## config.mk

```make
export PLATFORM = sky130hd
export DESIGN_NAME = lsic_front
export DESIGN_NICKNAME = d
export VERILOG_FILES = /design/src/rtl/lsic_pkg.sv /design/src/rtl/lsic_front.sv
export SDC_FILE = /design/constraint.sdc
export NUM_CORES = 1
export LEC_CHECK = 0
export ABC_CLOCK_PERIOD_IN_PS = 10500
export BUFFER_PORTS_ARGS = -buffer_cell sky130_fd_sc_hd__buf_4
export CORE_MARGIN = 2
export CORE_UTILIZATION = 45
export DETAILED_ROUTE_END_ITERATION = 8
export HOLD_SLACK_MARGIN = 0.02
export PLACE_DENSITY = 0.81
export SYNTH_ARGS = -nofsm -noshare
export SYNTH_HDL_FRONTEND = slang
export SYNTH_SLANG_ARGS = --single-unit
```

## constraint.sdc

```tcl
create_clock -name clk -period 10.5 [get_ports clk]
set_clock_uncertainty 0.05 [all_clocks]
set_input_delay 2.1 -clock clk [delete_from_list [all_inputs] [get_ports clk]]
set_output_delay 2.1 -clock clk [all_outputs]
set_load 0.05 [all_outputs]
```

## src/rtl/lsic_pkg.sv

```systemverilog
// ----------------------------------------------------------------------------
// Lattice site index converter package
// Shared widths, codes, word types and the radix division step.
// ----------------------------------------------------------------------------
package lsic_pkg;

	localparam int SITE_W          = 20;
	localparam int CRD_W           = 16;
	localparam int LEN_W           = 7;
	localparam int DIG_W           = 6;
	localparam int SUB_W           = 2;
	localparam int DIMS_W          = 2;
	localparam int NQ              = 4;
	localparam int QDEPTH          = 4;
	localparam int QPTR_W          = 2;
	localparam int QCNT_W          = 3;
	localparam int CFG_IDX_W       = 3;
	localparam int CFG_DATA_W      = 7;
	localparam int MAX_LENGTH      = 64;
	localparam int MAX_SUBLATTICES = 3;
	localparam int STEPS           = 4;
	localparam int DIV_STAGES      = SITE_W / STEPS;
	localparam int LAST_DIV_STAGE  = NQ * DIV_STAGES;
	localparam int NSTAGE          = LAST_DIV_STAGE + 1;

	typedef logic [1:0] qty_t;
	localparam qty_t Q_X   = 2'd0;
	localparam qty_t Q_Y   = 2'd1;
	localparam qty_t Q_Z   = 2'd2;
	localparam qty_t Q_SUB = 2'd3;

	localparam logic [CFG_IDX_W-1:0] REG_DIMS   = 3'd0;
	localparam logic [CFG_IDX_W-1:0] REG_LEN_X  = 3'd1;
	localparam logic [CFG_IDX_W-1:0] REG_LEN_Y  = 3'd2;
	localparam logic [CFG_IDX_W-1:0] REG_LEN_Z  = 3'd3;
	localparam logic [CFG_IDX_W-1:0] REG_SUBLAT = 3'd4;

	typedef struct packed {
		logic [DIMS_W-1:0]         dims;
		logic [2:0][LEN_W-1:0]     len;
		logic [SUB_W-1:0]          sublat;
	} cfg_t;

	typedef struct packed {
		logic                      kind;
		logic [NQ-1:0][CRD_W-1:0]  coord;
		logic [SITE_W-1:0]         site;
		logic [NQ-1:0][LEN_W-1:0]  qbase;
		logic [NQ-1:0][LEN_W-1:0]  base;
		qty_t [NQ-1:0]             which;
	} front_word_t;

	typedef struct packed {
		logic [SITE_W-1:0]         site_out;
		logic [2:0][DIG_W-1:0]     crd;
		logic [SUB_W-1:0]          sub;
		logic                      err;
	} result_t;

	typedef struct packed {
		logic                      kind;
		logic [NQ-1:0][LEN_W-1:0]  qbase;
		logic [NQ-1:0][LEN_W-1:0]  base;
		qty_t [NQ-1:0]             which;
		logic [NQ-1:0]             neg;
		logic [NQ-1:0][DIG_W-1:0]  rem0;
		logic [NQ-1:0][SITE_W-1:0] dq0;
		logic [DIG_W-1:0]          rem1;
		logic [SITE_W-1:0]         dq1;
		logic [NQ-1:0][DIG_W-1:0]  dig;
		logic [NQ-1:0][DIG_W-1:0]  v;
		logic [SITE_W-1:0]         acc;
		result_t                   res;
	} item_t;

	typedef struct packed {
		logic [DIG_W-1:0]  rem;
		logic [SITE_W-1:0] dq;
	} div_t;

	// One restoring division step: the dividend shifts out at the top while
	// quotient bits shift in at the bottom.
	function automatic div_t div_step(div_t x, logic [LEN_W-1:0] d);
		div_t             y;
		logic [LEN_W-1:0] t;
		logic [LEN_W-1:0] diff;
		logic             ge;
		t    = {x.rem, x.dq[SITE_W-1]};
		ge   = (t >= d);
		diff = t - d;
		y.rem = ge ? diff[DIG_W-1:0] : t[DIG_W-1:0];
		y.dq  = {x.dq[SITE_W-2:0], ge};
		return y;
	endfunction

endpackage

```

## src/rtl/lsic_front.sv

```systemverilog
// ----------------------------------------------------------------------------
// Lattice site index converter front end
// Accepts words, derives the digit plan from the configuration and feeds
// the queue.
// ----------------------------------------------------------------------------
module lsic_front import lsic_pkg::*; (
	input  logic              clk,
	input  logic              arst_n,
	input  cfg_t              cfg,
	input  logic              in_valid,
	output logic              in_stall,
	input  logic              kind,
	input  logic [CRD_W-1:0]  coord_x,
	input  logic [CRD_W-1:0]  coord_y,
	input  logic [CRD_W-1:0]  coord_z,
	input  logic [CRD_W-1:0]  sublattice,
	input  logic [SITE_W-1:0] site_index,
	input  logic              q_full,
	output logic              q_push,
	output front_word_t       q_word
);

	function automatic logic [LEN_W-1:0] len_eff(logic [LEN_W-1:0] v);
		logic [LEN_W-1:0] r;
		r = v;
		if (v == '0) begin
			r = LEN_W'(1);
		end else if (v > LEN_W'(MAX_LENGTH)) begin
			r = LEN_W'(MAX_LENGTH);
		end
		return r;
	endfunction

	front_word_t          word_s1;
	logic                 vld_s1;
	front_word_t          plan;
	logic [DIMS_W-1:0]    dims;
	logic [SUB_W-1:0]     ns;
	logic                 accept;
	logic                 spec_ok;
	qty_t                 spec;

	assign in_stall = vld_s1 && q_full;
	assign accept   = in_valid && !in_stall;
	assign q_push   = vld_s1 && !q_full;
	assign q_word   = word_s1;

	always_comb begin
		dims = (cfg.dims == '0) ? DIMS_W'(1) : cfg.dims;
		ns   = (cfg.sublat == '0) ? SUB_W'(1) : cfg.sublat;
		if (ns > SUB_W'(MAX_SUBLATTICES)) begin
			ns = SUB_W'(MAX_SUBLATTICES);
		end
		plan.kind  = kind;
		plan.coord = {sublattice, coord_z, coord_y, coord_x};
		plan.site  = site_index;
		for (int q = 0; q < 3; q++) begin
			plan.qbase[q] = (DIMS_W'(q) < dims) ? len_eff(cfg.len[q]) : LEN_W'(1);
		end
		plan.qbase[Q_SUB] = LEN_W'(ns);
		spec_ok = 1'b0;
		spec    = Q_X;
		if (ns[0]) begin
			for (int q = 2; q >= 0; q--) begin
				if (!plan.qbase[q][0]) begin
					spec_ok = 1'b1;
					spec    = qty_t'(q);
				end
			end
		end
		if (!spec_ok) begin
			plan.which = {Q_Z, Q_Y, Q_X, Q_SUB};
		end else begin
			unique case (spec)
				Q_X:     plan.which = {Q_SUB, Q_Z, Q_Y, Q_X};
				Q_Y:     plan.which = {Q_SUB, Q_Z, Q_X, Q_Y};
				default: plan.which = {Q_SUB, Q_Y, Q_X, Q_Z};
			endcase
		end
		for (int j = 0; j < NQ; j++) begin
			plan.base[j] = plan.qbase[plan.which[j]];
		end
	end

	always_ff @(posedge clk or negedge arst_n) begin
		if (!arst_n) begin
			vld_s1 <= 1'b0;
		end else if (accept) begin
			vld_s1 <= 1'b1;
		end else if (q_push) begin
			vld_s1 <= 1'b0;
		end
	end

	always_ff @(posedge clk) begin
		if (accept) begin
			word_s1 <= plan;
		end
	end

endmodule

```

# ---- Word level (Yosys, flattened, before mapping)
# Cells that the tools add are included.
dict set report totals {
  elab_cells 75
  n_memories 0
  out_inout_bits 151
  input_bits 114
  regBits 145
  latch_bits 0
  rom_bits 0
  mem_bits_rw 0
}
dict set report op_classes {
  bitwise 0
  div 0
  eq_ne 1
  magnitude_cmp 11
  shifts 0
  mul 0
  n_addsub 0
  n_reduce_logical 12
  muxes 32
}
# cell count
set op_table {}
lappend op_table {{$mux W7} 14}
lappend op_table {{$bmux W7 S2} 4}
lappend op_table {{$gt A7 B7 Y1 const B} 3}
lappend op_table {{$logic_not A7 Y1} 3}
lappend op_table {{$mux W2} 7}
lappend op_table {{$lt A2 B3 Y1 const B} 4}
lappend op_table {{$pmux W6 S2} 1}
lappend op_table {{$logic_not A2 Y1} 3}
lappend op_table {{$mux W1} 6}
lappend op_table {{$lt A1 B2 Y1 const A} 2}
lappend op_table {{$logic_and A1 B1 Y1} 3}
lappend op_table {{$eq A2 B1 Y1 const B} 1}
lappend op_table {{$gt A2 B2 Y1 const B} 1}
lappend op_table {{$logic_not A1 Y1} 2}
lappend op_table {{$lt A2 B2 Y1 const A} 1}
lappend op_table {{$reduce_bool A2 Y1} 1}

# ---- Depth between registers and ports, before layout
dict set report depth {
  ltp_word 13
  depth_mapped 6
  depth_no_buf 5
}

# ---- Worst setup path after synthesis
# No wires, ideal clock.
dict set report synth_timing {
  path_kind {input -> register}
  start {input port q_full}
  end {register word_s1 (netlist bit q_word[0]) (enable)}
  arrival_time_ps 8653
  t_required_ps 9793
  path_slack_ps 1140
  cell_stages 2
  cell_sequence {and2_1 > nor2b_1}
}
dict set report synth_between {
  elab_chain_cells 3
}
# element line
set synth_lines {}
lappend synth_lines {{start, declared} lsic_front.sv:18} ;# input logic q_full,
lappend synth_lines {{$logic_and A1 B1 Y1} lsic_front.sv:43} ;# assign in_stall = vld_s1 && q_full;
lappend synth_lines {{$logic_not A1 Y1} lsic_front.sv:44} ;# assign accept = in_valid && !in_stall;
lappend synth_lines {{$logic_and A1 B1 Y1} lsic_front.sv:44}
lappend synth_lines {{net accept} lsic_front.sv:39} ;# logic accept;
lappend synth_lines {{end signal, assigned} lsic_front.sv:97} ;# word_s1 <= plan;
lappend synth_lines {{end, declared} lsic_front.sv:34} ;# front_word_t word_s1;
# The timed path passes the listed nets, and every way through them passes these cells.
# A chain may end at the register's enable or synchronous reset.

# ---- Worst setup path after layout
dict set report layout_timing {
  start {input port q_full}
  end {output port in_stall}
}
dict set report layout_between {
  elab_chain_cells 1
}
# element line
set layout_lines {}
lappend layout_lines {{$logic_and A1 B1 Y1} lsic_front.sv:43}
lappend layout_lines {{end, declared} lsic_front.sv:11} ;# output logic in_stall,
# Every way passes these cells.

==> results.json <==
{
  "regToRegStartpoint": "vld_s1$_DFFE_PN0P_",
  "drtPass1Iterations": 5,
  "final_hold_viol_count": 0,
  "status": "finished clean",
  "crit_chain": "buf_4, and2_1, buf_4",
  "relSlewSlack_pct": 28.9,
  "core_area_sq_um": 10900,
  "path_buf_inv": 2,
  "cp_slowest_cell": "buf_4",
  "numCtsBuffers": 17,
  "cts_sinks": 142,
  "r2r_slack_ns": 7.84,
  "dp_hpwl_mm": 10.7,
  "cts_tree": "built",
  "cts_hold_buf": 0,
  "cts.path.max_buffers": 2,
  "vias": 3419,
  "critPathMaxStageDelay_ns": 0.23,
  "cts.repair.resized": 0,
  "grtUsageTotal_pct": 23.4,
  "grt_max_degree": 88,
  "holdCritStartpoint": "vld_s1$_DFFE_PN0P_",
  "ys_top_cells_by_count": "edfxtp_1, inv_1, nand2_1",
  "setup.worst_path.start": "q_full",
  "final_nets": 652,
  "start_util_pct": 46.7,
  "synth_area_sq_um": 5110,
  "start_kind": "input pin",
  "grt_setup_unrepaired": "false",
  "drive_gt1_share_pct": 55.7,
  "vias_per_cell": 4.95,
  "crit_required_ns": 8.35,
  "drc": 0,
  "antenna_found_initial": 0,
  "max_freq_mhz": 210,
  "crit_arrival_ns": 2.61,
  "yosys.area.top_type": "edfxtp_1",
  "grt_pass1_vias": 3425,
  "cts.clk_slew.worst_paths_ns": 0.06,
  "portBuffers": 257,
  "synth_edf_count": 141,
  "final_util_pct": 71.1,
  "post_cts_buffers": 0,
  "critPathMaxFanout": 3,
  "wl_mm": 14.5,
  "yosysSeqAreaShare_pct": 83.4,
  "synthFlopType": "edfxtp_1",
  "slew_violations": 0,
  "critical-path-top-delay-family": "buffers and inverters",
  "fin_crit_ns": 4.76,
  "setup-tns-final_ns": 0,
  "postRouteAntennaNets": 0,
  "cts-htree-levels": 4,
  "yosysWarnings": 0,
  "area_delta_synth_final_pct": 52.4,
  "ir_worst_vdd_v": 0.000117,
  "place.gp.congestion": 0.829,
  "root_buffer": "clkbuf_16",
  "die_h_um": 111,
  "r2r.worst_path.cells": 4,
  "worstSetupPathType": "in2out",
  "n_antenna_cell": 0,
  "maxCapViolations": 0,
  "timing.rr.end": "q_word[133]$_DFFE_PP_",
  "synthArstFlopShare_pct": 0.704,
  "insertion_delay_ns": 0.40,
  "avgSynthCellArea_sq_um": 19.0,
  "min_path_cells": 2,
  "wl_per_cell_um": 21.0,
  "grt_pass1_wl_mm": 21.3,
  "min_to": "vld_s1$_DFFE_PN0P_",
  "yosysMostFrequentCell": "edfxtp_1",
  "synthTopCellsByArea": "edfxtp_1, mux2i_1, inv_1, buf_4, nand2_1",
  "drtIter0Drc": 328,
  "setup_violations": 0,
  "dieArea_sq_um": 12200,
  "syn_inst": 269,
  "power_per_cell_area_nw_per_um2": 200,
  "die_w_um": 111,
  "p_leak_uw": 0.00333,
  "synth_seq_cells": 142,
  "hp-class": "reg2reg",
  "crit_top_cell": "buf_4",
  "tightestPinTransition_ns": 1.07,
  "cp-end-kind": "output port",
  "gr-total-overflow": 0,
  "synth_top_area_share_pct": 82.9,
  "num_rows": 38,
  "finalCritPeriodShare_pct": 45.3,
  "io_pins": 265,
  "synth_cell_types": 48
}
[power by group]
part | leakage [uW] | internal (uW) | switching, uW | total [uW]
combinational | 0.00167 | 74.8 | 168 | 243
sequential | 0.00137 | 663 | 9.45 | 672
clock | 0.000301 | 420 | 218 | 637
[metal layers]
metal | global-route usage, % | routed length, um
met3 | 7.63 | 1130
met2 | 40.3 | 7700
met4 | 7.75 | 282
met5 | 0 | 0
met1 | 27.8 | 5400
[stage by stage]
step / hold WS [ns] / power (uW) / area, sq um / setup WS (ns) / std cells
2_1_floorplan: 0.935 / 840 / 5120 / 1.14 / 274
3_3_place_gp: 0.617 / 923 / 7150 / 5.77 / 659
3_5_place_dp: 0.640 / 927 / 7150 / 5.74 / 659
4_1_cts: 0.655 / 1560 / 7780 / 5.74 / 691
5_1_grt: 0.674 / 1600 / 7780 / 5.73 / 691
6_report: 0.647 / 1550 / 7780 / 5.74 / 691
[tightest hold or removal path, stage by stage (launching register included)]
cell and delay, ns:
dfrtp_1 0.33, and2_1 0.20, or2_2 0.13
[area by class of cell]
type | count | area, sq um
clock buffers | 20 | 437
inverters | 22 | 90.1
multi-input cells | 96 | 682
clock inverters | 12 | 193
flip-flops and latches | 142 | 4260
repair buffers | 259 | 1940
fillers | 705 | 3160
well taps | 140 | 175
[layout by cell type, fill, tap and decap left out, types with 3 or more instances in the layout]
cell type | netlist | routed
buf_4 | 8 | 259
bufinv_16 | 0 | 5
clkbuf_1 | 4 | 3
clkbuf_16 | 0 | 17
clkinv_2 | 0 | 3
conb_1 | 2 | 7
edfxtp_1 | 141 | 141
inv_1 | 18 | 18
inv_2 | 3 | 3
mux2i_1 | 11 | 11
nand2_1 | 13 | 13
nand2b_1 | 4 | 4
nor2_1 | 9 | 9
nor2b_1 | 6 | 5
nor3_1 | 4 | 4
nor4_1 | 3 | 3
[sequential cells by signal (all words and copies together) (netlist names)]
name    flops
vld_s1      1
q_word    141
[cell families (layout without fill, tap and decap cells)]
family | count (synthesis) | after routing | synth area share (%)
DFF | 142 | 142 | 83.4
and+or+nand+nor | 53 | 53 | 5.95
buffers and inverters | 36 | 313 | 3.75
AOI/OAI and AO/OA | 23 | 23 | 3.99
muxes | 13 | 13 | 2.74
other | 2 | 7 | 0.147
[how the worst max path moves through the flow]
stage	end	cells after the start
2_1_floorplan	q_word[0]$_DFFE_PP_	2
3_3_place_gp	in_stall	3
3_5_place_dp	in_stall	3
4_1_cts	in_stall	3
5_1_grt	in_stall	3
6_report	in_stall	3
(Power assumes the default switching activity.)
