<file path="src/rtl/lsic_pkg.sv">
// ----------------------------------------------------------------------------
// Lattice site index converter package
// Shared widths, codes, word types and the radix division step.
// ----------------------------------------------------------------------------
package lsic_pkg;

	localparam int SITE_W          = 20;
	localparam int CRD_W           = 16;
	localparam int LEN_W           = 7;
	localparam int DIG_W           = 6;
	localparam int SUB_W           = 2;
	localparam int DIMS_W          = 2;
	localparam int NQ              = 4;
	localparam int QDEPTH          = 4;
	localparam int QPTR_W          = 2;
	localparam int QCNT_W          = 3;
	localparam int CFG_IDX_W       = 3;
	localparam int CFG_DATA_W      = 7;
	localparam int MAX_LENGTH      = 64;
	localparam int MAX_SUBLATTICES = 3;
	localparam int STEPS           = 4;
	localparam int DIV_STAGES      = SITE_W / STEPS;
	localparam int LAST_DIV_STAGE  = NQ * DIV_STAGES;
	localparam int NSTAGE          = LAST_DIV_STAGE + 1;

	typedef logic [1:0] qty_t;
	localparam qty_t Q_X   = 2'd0;
	localparam qty_t Q_Y   = 2'd1;
	localparam qty_t Q_Z   = 2'd2;
	localparam qty_t Q_SUB = 2'd3;

	localparam logic [CFG_IDX_W-1:0] REG_DIMS   = 3'd0;
	localparam logic [CFG_IDX_W-1:0] REG_LEN_X  = 3'd1;
	localparam logic [CFG_IDX_W-1:0] REG_LEN_Y  = 3'd2;
	localparam logic [CFG_IDX_W-1:0] REG_LEN_Z  = 3'd3;
	localparam logic [CFG_IDX_W-1:0] REG_SUBLAT = 3'd4;

	typedef struct packed {
		logic [DIMS_W-1:0]         dims;
		logic [2:0][LEN_W-1:0]     len;
		logic [SUB_W-1:0]          sublat;
	} cfg_t;

	typedef struct packed {
		logic                      kind;
		logic [NQ-1:0][CRD_W-1:0]  coord;
		logic [SITE_W-1:0]         site;
		logic [NQ-1:0][LEN_W-1:0]  qbase;
		logic [NQ-1:0][LEN_W-1:0]  base;
		qty_t [NQ-1:0]             which;
	} front_word_t;

	typedef struct packed {
		logic [SITE_W-1:0]         site_out;
		logic [2:0][DIG_W-1:0]     crd;
		logic [SUB_W-1:0]          sub;
		logic                      err;
	} result_t;

	typedef struct packed {
		logic                      kind;
		logic [NQ-1:0][LEN_W-1:0]  qbase;
		logic [NQ-1:0][LEN_W-1:0]  base;
		qty_t [NQ-1:0]             which;
		logic [NQ-1:0]             neg;
		logic [NQ-1:0][DIG_W-1:0]  rem0;
		logic [NQ-1:0][SITE_W-1:0] dq0;
		logic [DIG_W-1:0]          rem1;
		logic [SITE_W-1:0]         dq1;
		logic [NQ-1:0][DIG_W-1:0]  dig;
		logic [NQ-1:0][DIG_W-1:0]  v;
		logic [SITE_W-1:0]         acc;
		result_t                   res;
	} item_t;

	typedef struct packed {
		logic [DIG_W-1:0]  rem;
		logic [SITE_W-1:0] dq;
	} div_t;

	// One restoring division step: the dividend shifts out at the top while
	// quotient bits shift in at the bottom.
	function automatic div_t div_step(div_t x, logic [LEN_W-1:0] d);
		div_t             y;
		logic [LEN_W-1:0] t;
		logic [LEN_W-1:0] diff;
		logic             ge;
		t    = {x.rem, x.dq[SITE_W-1]};
		ge   = (t >= d);
		diff = t - d;
		y.rem = ge ? diff[DIG_W-1:0] : t[DIG_W-1:0];
		y.dq  = {x.dq[SITE_W-2:0], ge};
		return y;
	endfunction

endpackage

</file>
<file path="src/rtl/lsic_queue.sv">
// ----------------------------------------------------------------------------
// Lattice site index converter queue
// Short first-in first-out buffer between the front end and the back end.
// ----------------------------------------------------------------------------
module lsic_queue import lsic_pkg::*; (
	input  logic        clk,
	input  logic        arst_n,
	input  logic        push,
	input  front_word_t push_word,
	output logic        full,
	input  logic        pop,
	output logic        empty,
	output front_word_t head
);

	front_word_t       mem_q [QDEPTH];
	logic [QPTR_W-1:0] wr_ptr_q;
	logic [QPTR_W-1:0] rd_ptr_q;
	logic [QCNT_W-1:0] cnt_q;

	assign full  = (cnt_q == QCNT_W'(QDEPTH));
	assign empty = (cnt_q == '0);
	assign head  = mem_q[rd_ptr_q];

	always_ff @(posedge clk or negedge arst_n) begin
		if (!arst_n) begin
			wr_ptr_q <= '0;
			rd_ptr_q <= '0;
			cnt_q    <= '0;
		end else begin
			if (push) begin
				wr_ptr_q <= wr_ptr_q + QPTR_W'(1);
			end
			if (pop) begin
				rd_ptr_q <= rd_ptr_q + QPTR_W'(1);
			end
			if (push && !pop) begin
				cnt_q <= cnt_q + QCNT_W'(1);
			end else if (pop && !push) begin
				cnt_q <= cnt_q - QCNT_W'(1);
			end
		end
	end

	always_ff @(posedge clk) begin
		if (push) begin
			mem_q[wr_ptr_q] <= push_word;
		end
	end

endmodule

</file>
<file path="config.mk">
export PLATFORM = sky130hd
export DESIGN_NAME = lsic_queue
export DESIGN_NICKNAME = d
export VERILOG_FILES = /design/src/rtl/lsic_pkg.sv /design/src/rtl/lsic_queue.sv
export SDC_FILE = /design/constraint.sdc
export NUM_CORES = 1
export LEC_CHECK = 0
export BUFFER_PORTS_ARGS = -buffer_cell sky130_fd_sc_hd__buf_2
export CAP_MARGIN = 40
export CELL_PAD_IN_SITES_DETAIL_PLACEMENT = 1
export CELL_PAD_IN_SITES_GLOBAL_PLACEMENT = 1
export CORE_MARGIN = 5
export CORE_UTILIZATION = 25
export CTS_CLUSTER_DIAMETER = 120
export DETAILED_ROUTE_END_ITERATION = 6
export MAX_ROUTING_LAYER = met4
export PLACE_DENSITY_LB_ADDON = 0.1
export SLEW_MARGIN = 20
export SYNTH_ARGS = -nofsm -noshare
export SYNTH_HDL_FRONTEND = slang
export SYNTH_SLANG_ARGS = --single-unit
</file>
<file path="constraint.sdc">
create_clock -name clk -period 14.8 [get_ports clk]
set_clock_uncertainty 0.2 [all_clocks]
set_input_delay 0.74 -clock clk [delete_from_list [all_inputs] [get_ports clk]]
set_output_delay 0.74 -clock clk [all_outputs]
set_load 0.005 [all_outputs]
</file>
# [Word-level counts from Yosys, hierarchy flattened]
# Memory sizes are Yosys's and may differ from the RTL's.
# Index checks and enable logic that the tools add are counted.
# W data, S select, Z words.
[totals] elab_cells=19 rom_bits=0 ram_bits=596 output_inout_bits=151 memories=1 latch_bits=0 ff_bits=7
[memory_table] memory="mem_q" depth=4 word_bits=149 read_ports=1 rd_ports_with_merged_regs=0 write_ports=1 line_no="lsic_queue.sv:16" source="front_word_t mem_q [QDEPTH];"
[op_classes] addsub=4 bitwise=0 reduce_logical=6 n_div=0 n_mux=4 shifts=0 magnitude_cmp=0 mul=0 n_eq_ne=1
[op_table] cell="$mux W3" count=2
[op_table] cell="$add A2 B1 Y2 const B" count=2
[op_table] cell="$add A3 B1 Y3 const B" count=1
[op_table] cell="$eq A3 B3 Y1 const B" count=1
[op_table] cell="$logic_not A3 Y1" count=1
[op_table] cell="$sub A3 B1 Y3 const B" count=1
[op_table] cell="$logic_and A1 B1 Y1" count=2
[op_table] cell="$logic_not A1 Y1" count=2
[op_table] cell="$mux W1" count=2
[op_table] cell="$reduce_bool A2 Y1" count=1

# [Longest topological paths before layout]
# Gate-level depths: netlist of run 1.
[logic_depth] word_depth=4 mapped_depth=7

# [Worst setup path before layout of run 1]
# No wires, ideal clock.
[synth_path] kind="input to register" start="in push" end="mem mem_q[1][0] in the netlist's numbering (enable)" n_path_buf=0 arrival_time_ns=4.141 required_time_ns=14.074 setup_slack_ns=9.933 path_stages=1 setup_time_ns=0.526 cell_sequence="and2_1"
[synth_via] elab_chain_cells=2
[synth_lines] item="start, declared" line_no="lsic_queue.sv:8" source="input logic push,"
[synth_lines] item="$mux W1" line_no="lsic_queue.sv:46" source="if (push) begin"
[synth_lines] item="$mux W1 (implied by the code)" line_no="lsic_queue.sv:47" source="mem_q[wr_ptr_q] <= push_word;"
[synth_lines] item="end, declared" line_no="lsic_queue.sv:16"
# Every way passes these cells.

==> flow_summary.toml, run 1 <==
[pwr]
ir_worst_vdd_uv = 102
power_density_mw_per_mm2 = 200
p_leak_nw = 9.12

[timing]
slew_headroom_pct = 46.4
fin_tns_setup_ns = 0
setup_viol = 0
period_share_pct = 28.5
period_needed_ns = 4.22
fmax_mhz = 237
hold_viol_final = 0
tightest_slew_ns = 0.805
rsz0062_at_grt = "false"
maxSlewViolCount = 0

[cts]
cts_tree = "done"
cts_buffer_depth = 3
cts_root_buffer = "clkbuf_16"
cts_made_buffers = 72
clk_pin_slew_ns = 0.05
cts_sinks = 603
clk_latency_ns = 0.59
htreeDepth = 3
postCtsSetupBuffers = 0

[route]
drcViolationCount = 0
drt_iter0_drc = 410
drtPass1Iterations = 4
wl_per_cell_um = 22.0
routed_wl_mm = 52.9
num_vias = 9869
via_per_inst = 4.11
antenna_left = 0

[floorplan]
start_util_pct = 25.2
die_w_um = 306
num_io_pins = 304
die_area_sq_mm = 0.0935
rows = 108
die_h_um = 306
core_sq_mm = 0.0868

[final_layout]
area_growth_syn_to_layout_pct = 24.9
num-fill-cells = 8673
stdcell_count = 2402
final_common_cell = "edfxtp_1"
layout_common_cells = "edfxtp_1, buf_2, mux4_2"
layout.nets = 1345
drive_above_1_share_pct = 46.8

[min_path]
hold_path.class = "input port to register"

[setup_path]
worst-setup-path-type = "register to output port"
path_max_fanout = 34
crit_required_ns = 13.86
cp-endpoint = "head[50]"
startpoint_type = "register"
r2r-end = "mem_q[0][77]"
critPathArrivalTime_ns = 3.28
r2r_slack_ns = 11.85
r2r-start = "wr_ptr_q[0]"
ff2ff_path_depth = 5
startpoint = "rd_ptr_q[0]"
end_kind = "output port"

[place]
place_hpwl_mm = 34.0
io_buffers = 303
routabilityCongestion = 0.642
dp_cells = 2264

[logic_synthesis]
ys_ff_latch = 603
yosysUniqueCellTypes = 18
synth_warnings = 0
syn_area_sq_mm = 0.0219
yosysSeqAreaShare_pct = 82.6
synth.net_count = 972
syn_area_per_cell_sq_um = 26.9
syn_inst = 813

[global_routing]
antenna_found_initial = 9
grt_max_degree = 47
grt_pass1_vias = 11100
grt_overflow = 0
grt_use_total_pct = 11.5
grt_pass1_wl_mm = 77.8

[outcome]
status = "complete, no violations"

[job]
cap_viol_max_count = 0
-- power by group --
| group | switching (mW) | internal, mW |
|---|---|---|
| logic | 0.771 | 0.703 |
| clock network | 0.687 | 0.971 |
| registers | 0.0958 | 2.23 |
| total | 1.55 | 3.91 |
-- critical path, stage by stage (launching register included) --
cell     delay (ns)
dfrtp_4        0.69
buf_4          0.43
buf_16         0.27
buf_4          0.22
buf_16         0.27
mux4_2         0.58
buf_2          0.15
-- per-layer routing --
layer	global-route usage [%]	part of all wire, %	vias up
met2	18.5	50	256
met5	-	0	-
met4	3.47	2.1	0
li1	-	-	4299
met3	3.34	6.1	82
met1	14.2	42	5232
-- synth_stat cells --
cell type | count | area share, %
inv_1 | 4 | 0.069
xor2_1 | 4 | 0.16
xnor2_1 | 2 | 0.080
ha_1 | 5 | 0.29
nand2_1 | 2 | 0.034
dfrtp_1 | 7 | 0.80
and2_1 | 4 | 0.11
buf_6 | 11 | 0.57
nor2_1 | 1 | 0.017
fa_1 | 1 | 0.092
buf_2 | 17 | 0.39
clkbuf_1 | 6 | 0.10
edfxtp_1 | 596 | 82
mux4_2 | 149 | 15
nor3_1 | 1 | 0.023
mux2_2 | 1 | 0.051
o21ai_0 | 1 | 0.023
nor3b_1 | 1 | 0.034
-- repair_timing --
action                                 4_1_cts  5_1_grt
resized for setup                            0        0
hold buffers                                 1        0
endpoints found under the hold margin        7        0
-- stage by stage --
stage | cell area [sq um] | hold WS [ns] | utilization, % | power (mW) | setup slack (ns)
after global routing | 27300 | 0.111 | 31.5 | 5.78 | 10.30
after CTS | 27300 | 0.0893 | 31.4 | 5.62 | 10.12
after detailed placement | 25000 | 0.276 | 28.8 | 3.92 | 10.79
after floorplan | 21900 | 0.244 | - | 3.22 | 9.93
final | 27300 | 0.156 | 31.5 | 5.46 | 10.58
after global placement | 24700 | 0.272 | 28.5 | 3.86 | 10.64
-- worst min-delay path by stage --
stage | slack, ns | depth (start not counted) | start | end
3_5_place_dp | 0.28 | 1 | cnt_q[2] | cnt_q[2]
3_3_place_gp | 0.27 | 1 | cnt_q[2] | cnt_q[2]
2_1_floorplan | 0.24 | 0 | arst_n | cnt_q[0]
6_report | 0.16 | 1 | push_word[5] | mem_q[0][5]
5_1_grt | 0.11 | 1 | push_word[89] | mem_q[0][89]
4_1_cts | 0.09 | 1 | push_word[5] | mem_q[0][5]
-- sequential cells by signal (all words and copies together) (netlist names) --
| signal | cells |
|---|---|
| mem_q | 596 |
| cnt_q | 3 |
| rd_ptr_q | 2 |
| wr_ptr_q | 2 |
-- area by class of cell --
type                            instances  area (sq um)  area share, %
Sequential cell                       603         18100           66.2
Clock inverter                         37           298           1.09
Clock buffer                           91          1920           7.01
Timing Repair Buffer                  333          1990           7.27
Tap cell                             1155          1450           5.29
Antenna cell                            7          17.5         0.0641
Inverter                                4          15.0         0.0550
Multi-Input combinational cell        172          3570           13.1
-- kinds of logic (layout without fill, tap and decap cells) --
kind of cell,after synthesis,count (layout),share of synthesized area (%)
AO/OA/AOI/OAI,1,1,0.0229
XOR/XNOR,6,6,0.240
adder cells (fa/ha/maj),6,6,0.378
buffers and inverters,38,465,1.13
flip-flops,603,603,82.6
multiplexers,150,150,15.4
other,0,7,0
AND/OR/NAND/NOR,9,9,0.223
Power figures use the tool's default switching activity.
==> run 2, diff against run 1 <==
==> constraint.sdc (replaced) <==
create_clock -name clk -period 3.9 [get_ports clk]
set_clock_uncertainty 0.2 [all_clocks]
set_input_delay 0.195 -clock clk [delete_from_list [all_inputs] [get_ports clk]]
set_output_delay 0.195 -clock clk [all_outputs]
set_load 0.005 [all_outputs]
==> flow_summary.toml, run 2 (synthesis gave the netlist of run 1 again) <==
[outcome]
status = "complete, no violations"

[place]
io_buffers = 303
dpl_worst_slack_ns = 1.39
routabilityCongestion = 0.668
place_hpwl_mm = 33.4

[timing]
period_needed_ns = 3.03
fin_tns_setup_ns = 0
maxSlewViolCount = 0
period_share_pct = 77.6
rsz0062_at_grt = "false"
slew_headroom_pct = 48.7
tightest_slew_ns = 0.770
hold_viol_final = 0
timing.final.ws_setup_ns = 0.872
fmax_mhz = 330
setup_viol = 0

[cts]
htreeDepth = 3
cts_sinks = 603
ctsResizeCount = 0
cts_tree = "done"
cts_made_buffers = 74
clk_latency_ns = 0.60
clk_pin_slew_ns = 0.06
cts_buffer_depth = 3
cts_root_buffer = "clkbuf_16"

[final_layout]
drive_above_1_share_pct = 42.1
num-fill-cells = 8697
multi_input_area_sq_mm = 0.00357
area_growth_syn_to_layout_pct = 32.4
layout.nets = 1508
final_common_cell = "edfxtp_1"
largest_reg_flops = 596
top_register = "mem_q"
top_regs = "mem_q: 596 flops, cnt_q: 3 flops"
regArea_sq_mm = 0.0181
layout_common_cells = "edfxtp_1, buf_2, dlygate4sd3_1"

[pwr]
seqPwrFrac_pct = 41.9
power_density_mw_per_mm2 = 731
p_leak_nw = 9.83
p_int_mw = 15.2
clkPwrFrac_pct = 31.1
swShare_pct = 28.3
switching_power_mw = 5.99
ir_worst_vdd_uv = 321
combPwrFrac_pct = 27.0

[global_routing]
grt_pass1_vias = 12200
grt_max_degree = 52
grt_use_total_pct = 11.9
grt_pass1_wl_mm = 81.0
grt_overflow = 0
antenna_found_initial = 4

[setup_path]
critPathArrivalTime_ns = 2.63
worstPathCellList = "buf_4 > mux4_2 > buf_2"
r2r-end = "mem_q[0][51]"
critPathBufInv = 2
slowest_stage = "dfrtp_4"
crit_required_ns = 3.50
r2r-start = "wr_ptr_q[0]"
worst-setup-path-type = "register to output port"
slowest_delay_ns = 0.81
startpoint_type = "register"
crit_cells = 3
r2r_slack_ns = 1.64
ff2ff_path_depth = 4
end_kind = "output port"
path_max_fanout = 26
crit_family = "flip-flops"

[route]
antenna_left = 0
routed_wl_mm = 54.7
via_per_inst = 4.11
drt_iter0_drc = 519
num_vias = 10500
wl_per_cell_um = 21.3
drcViolationCount = 0
drtPass1Iterations = 4

[min_path]
hold_depth = 2
hold_end = "mem_q[1][88]"
hold_path.class = "input port to register"
worstHoldStart = "push_word[88]"

[floorplan]
num_io_pins = 304
die_area_sq_mm = 0.0935
die_h_um = 306
start_util_pct = 25.2
core_sq_mm = 0.0868
die_w_um = 306
rows = 108

[job]
cap_viol_max_count = 0
run 2: cell types whose count changed in the layout (fill, tap and decap cells not counted), moves of 2 or more:
cell / delta
buf_12: +9
buf_16: -9
buf_4: +9
bufinv_16: +3
clkbuf_1: +9
clkbuf_16: +2
clkinv_1: -7
clkinvlp_4: -2
diode_2: -2
dlygate4sd3_1: +152
run 2: worst max-delay path by stage:
stage	slack [ns]	from	end
after floorplan	0.81	wr_ptr_q[0]	mem_q[2][0]
final	0.87	rd_ptr_q[0]	head[139]
after global routing	0.67	rd_ptr_q[0]	head[139]
after CTS	0.71	rd_ptr_q[0]	head[139]
after global placement	1.38	rd_ptr_q[0]	head[139]
after detailed placement	1.39	rd_ptr_q[0]	head[139]
run 2: layer usage:
layer / up-vias / routed length, um / part of all wire [%] / track usage, %
li1: 4631 / - / - / -
met1: 5590 / 23100 / 42 / 14.7
met2: 242 / 28000 / 51 / 19.7
met3: 70 / 2700 / 4.9 / 2.69
met4: 0 / 989 / 1.8 / 3.59
met5: - / 0 / 0 / -
run 2: worst register-to-register path: stages, from the launching register on:
cell     delay (ns)
dfrtp_1        0.42
inv_1          0.10
ha_1           0.14
and2_4         0.64
buf_12         0.39
run 2: what timing repair did:
item | CTS | global route
endpoints found under the hold margin | 610 | 0
setup buffers | 0 | 0
hold buffers | 153 | 0
run 2: layout make-up:
| class | count | share of cell area, % |
|---|---|---|
| sequential | 603 | 62.4 |
| multi-input combinational | 172 | 12.3 |
| timing repair buffer | 494 | 12.1 |
| clock buffer | 102 | 6.90 |
| tap | 1155 | 4.99 |
| clock inverter | 30 | 1.16 |
| inverter | 4 | 0.0518 |
| antenna | 5 | 0.0432 |
run 2: power groups by stage:
stage	combinational [mW]	sequential [mW]	clock [mW]
floorplan	3.27	8.84	0
finish	5.72	8.88	6.59
global route	6.26	9.00	7.17
global placement	5.92	9.01	0
detailed placement	5.91	9.05	0
CTS	6.06	8.92	6.87
run 2: metrics by stage:
stage / power (mW) / utilization (%) / cell area (sq um) / cells / hold slack, ns
after CTS: 21.9 / 33.4 / 29000 / 2560 / 0.0872
after floorplan: 12.1 / - / 21900 / 813 / -0.301
final: 21.2 / 33.4 / 29000 / 2565 / 0.149
after global routing: 22.4 / 33.4 / 29000 / 2564 / 0.118
after detailed placement: 15.0 / 28.9 / 25100 / 2275 / -0.145
after global placement: 14.9 / 28.9 / 25100 / 2275 / -0.142
==> run 3, diff against run 2 <==
--- a/config.mk
+++ b/config.mk
@@ -5,6 +5,7 @@
 export SDC_FILE = /design/constraint.sdc
 export NUM_CORES = 1
 export LEC_CHECK = 0
+export ABC_AREA = 1
 export BUFFER_PORTS_ARGS = -buffer_cell sky130_fd_sc_hd__buf_2
 export CAP_MARGIN = 40
 export CELL_PAD_IN_SITES_DETAIL_PLACEMENT = 1
==> constraint.sdc (replaced) <==
create_clock -name clk -period 3.03 [get_ports clk]
set_clock_uncertainty 0.2 [all_clocks]
set_input_delay 0.1515 -clock clk [delete_from_list [all_inputs] [get_ports clk]]
set_output_delay 0.1515 -clock clk [all_outputs]
set_load 0.005 [all_outputs]
==> flow_summary.toml, run 3 <==
[pwr]
power_density_mw_per_mm2 = 950
p_leak_nw = 12.4
swShare_pct = 34.9
ir_worst_vdd_uv = 456
combPwrFrac_pct = 33.9
clkPwrFrac_pct = 28.1
p_int_mw = 19.6
power_mw = 30.1
seqPwrFrac_pct = 38.0
switching_power_mw = 10.5

[job]
cap_viol_max_count = 0

[setup_path]
r2r-start = "wr_ptr_q[1]"
slowest_delay_ns = 0.67
crit_family = "buffers and inverters"
crit_required_ns = 2.68
startpoint_type = "register"
end_kind = "output port"
r2r_slack_ns = 1.02
worst-setup-path-type = "register to output port"
critPathBufInv = 3
worstPathCellList = "inv_8 > buf_12 > o211ai_1 > nand2_1 > buf_2"
path_max_fanout = 37
critPathArrivalTime_ns = 2.43
ff2ff_path_depth = 5
r2r-end = "mem_q[0][57]"
slowest_stage = "dfrtp_4"

[place]
io_buffers = 303
routabilityCongestion = 0.681
dpl_worst_slack_ns = 0.781
place_hpwl_mm = 39.4
dpl_cell_area_sq_mm = 0.0278

[route]
drtPass1Iterations = 6
routed_wl_mm = 66.0
drcViolationCount = 0
drt_iter0_drc = 705
num_vias = 15000
antenna_left = 0
via_per_inst = 4.17
wl_per_cell_um = 18.3

[cts]
cts_hold_buffers = 153
clk_latency_ns = 0.61
postCtsSetupBuffers = 0
cts_made_buffers = 76
cts_tree = "done"
cts_sinks = 603
htreeDepth = 3
clk_pin_slew_ns = 0.06
cts_root_buffer = "clkbuf_16"
cts_buffer_depth = 3
ctsResizeCount = 0

[logic_synthesis]
synth_top_area_cell = "edfxtp_1"
syn_inst = 1787
async_flop_share_pct = 1.16
yosysSeqAreaShare_pct = 73.5
synth_warnings = 0
syn_area_per_cell_sq_um = 13.8
netlist_top_cells_count = "edfxtp_1, nand2_1, inv_1"
synth_area_leaders = "edfxtp_1, nand2_1, o211ai_2"
ys_ff_latch = 603
synth.net_count = 1946
post-synth-top-count-cell = "edfxtp_1"
syn_area_sq_mm = 0.0246
synth_top_area_share_pct = 72.8
synth_edf_count = 596
synth_flop_cell = "edfxtp_1"
yosysUniqueCellTypes = 19

[timing]
hold_viol_final = 0
maxSlewViolCount = 0
slew_headroom_pct = 52.5
period_share_pct = 91.7
hold_ws_ns = 0.0863
fmax_mhz = 360
setup_viol = 0
tightest_slew_ns = 0.712
rsz0062_at_grt = "false"
period_needed_ns = 2.78
timing.final.ws_setup_ns = 0.251

[final_layout]
fin_area_sq_mm = 0.0316
num-fill-cells = 10500
regArea_sq_mm = 0.0181
largest_reg_flops = 596
layout_common_cells = "edfxtp_1, nand2_1, inv_1"
drive_above_1_share_pct = 25.0
area_growth_syn_to_layout_pct = 28.7
layout.nets = 2421
multi_input_area_sq_mm = 0.00472
top_register = "mem_q"
top_regs = "mem_q: 596 flops, cnt_q: 3 flops"
fin_util_pct = 32.3
final_common_cell = "edfxtp_1"

[global_routing]
antenna_found_initial = 8
grt_use_total_pct = 12.9
grt_max_degree = 91
grt_overflow = 0
grt_pass1_wl_mm = 100
grt_pass1_vias = 16300

[floorplan]
rows = 115
num_io_pins = 304
start_util_pct = 25.1
core_sq_mm = 0.0980
die_w_um = 324
die_h_um = 324
die_area_sq_mm = 0.105

[min_path]
worstHoldStart = "push_word[5]"
hold_depth = 2
hold_end = "mem_q[3][5]"
hold_path.class = "input port to register"

[outcome]
status = "complete, no violations"
-- run 3: through the flow --
stage               setup TNS [ns]  instances
CTS                              0       3604
finish                           0       3612
global route                     0       3612
global placement                 0       3317
floorplan                  -262.04       1787
detailed placement               0       3318
-- run 3: worst reg2reg max path, delay by kind of cell, from the launching register on --
kind                     cells  cell delay (ns)
buffers and inverters        3             0.72
flip-flops                   1             0.40
adder cells (fa/ha/maj)      1             0.18
AND/OR/NAND/NOR              1             0.06
-- run 3: cells by family after synthesis --
family / Yosys count / share of synthesized area, %
adders and majority gates: 6 / 0.336
and+or+nand+nor: 464 / 7.11
xor gates and xnor gates: 4 / 0.143
buffers and inverters: 411 / 7.36
DFF: 603 / 73.5
AOI/OAI and AO/OA: 299 / 11.5
-- run 3: how the worst max path moves through the flow --
stage                 from            to  slack [ns]  cells after the start
5_1_grt        rd_ptr_q[1]     head[141]        0.05                      5
4_1_cts        rd_ptr_q[1]     head[141]        0.07                      5
3_3_place_gp   wr_ptr_q[0]  mem_q[2][42]        0.46                      5
6_report       rd_ptr_q[1]     head[141]        0.25                      5
3_5_place_dp   rd_ptr_q[1]     head[141]        0.78                      5
2_1_floorplan  wr_ptr_q[0]   mem_q[0][0]       -0.45                      4
-- run 3: per-layer routing --
metal / wire length (um) / part of all wire, % / vias up / GRT usage (%)
met5: 0 / 0 / - / -
met4: 1450 / 2.2 / 0 / 3.29
met3: 3040 / 4.6 / 98 / 2.96
met2: 32700 / 49 / 252 / 21.9
met1: 28900 / 44 / 7481 / 15.6
li1: - / - / 7217 / -
-- run 3: power by group through the flow --
stage	registers [mW]	logic, mW	clock network (mW)
6_report	11.4	10.2	8.46
4_1_cts	11.4	10.8	8.88
3_3_place_gp	11.6	10.5	0
3_5_place_dp	11.6	10.6	0
2_1_floorplan	11.5	6.14	0
5_1_grt	11.6	11.5	9.21
-- run 3: area by class of cell --
| class | count | share of cell area [%] |
|---|---|---|
| inverter | 310 | 3.75 |
| tap | 1287 | 5.09 |
| clock inverter | 38 | 0.846 |
| antenna | 8 | 0.0633 |
| multi-input combinational | 773 | 14.9 |
| timing repair buffer | 498 | 11.7 |
| sequential | 603 | 57.1 |
| clock buffer | 95 | 6.43 |
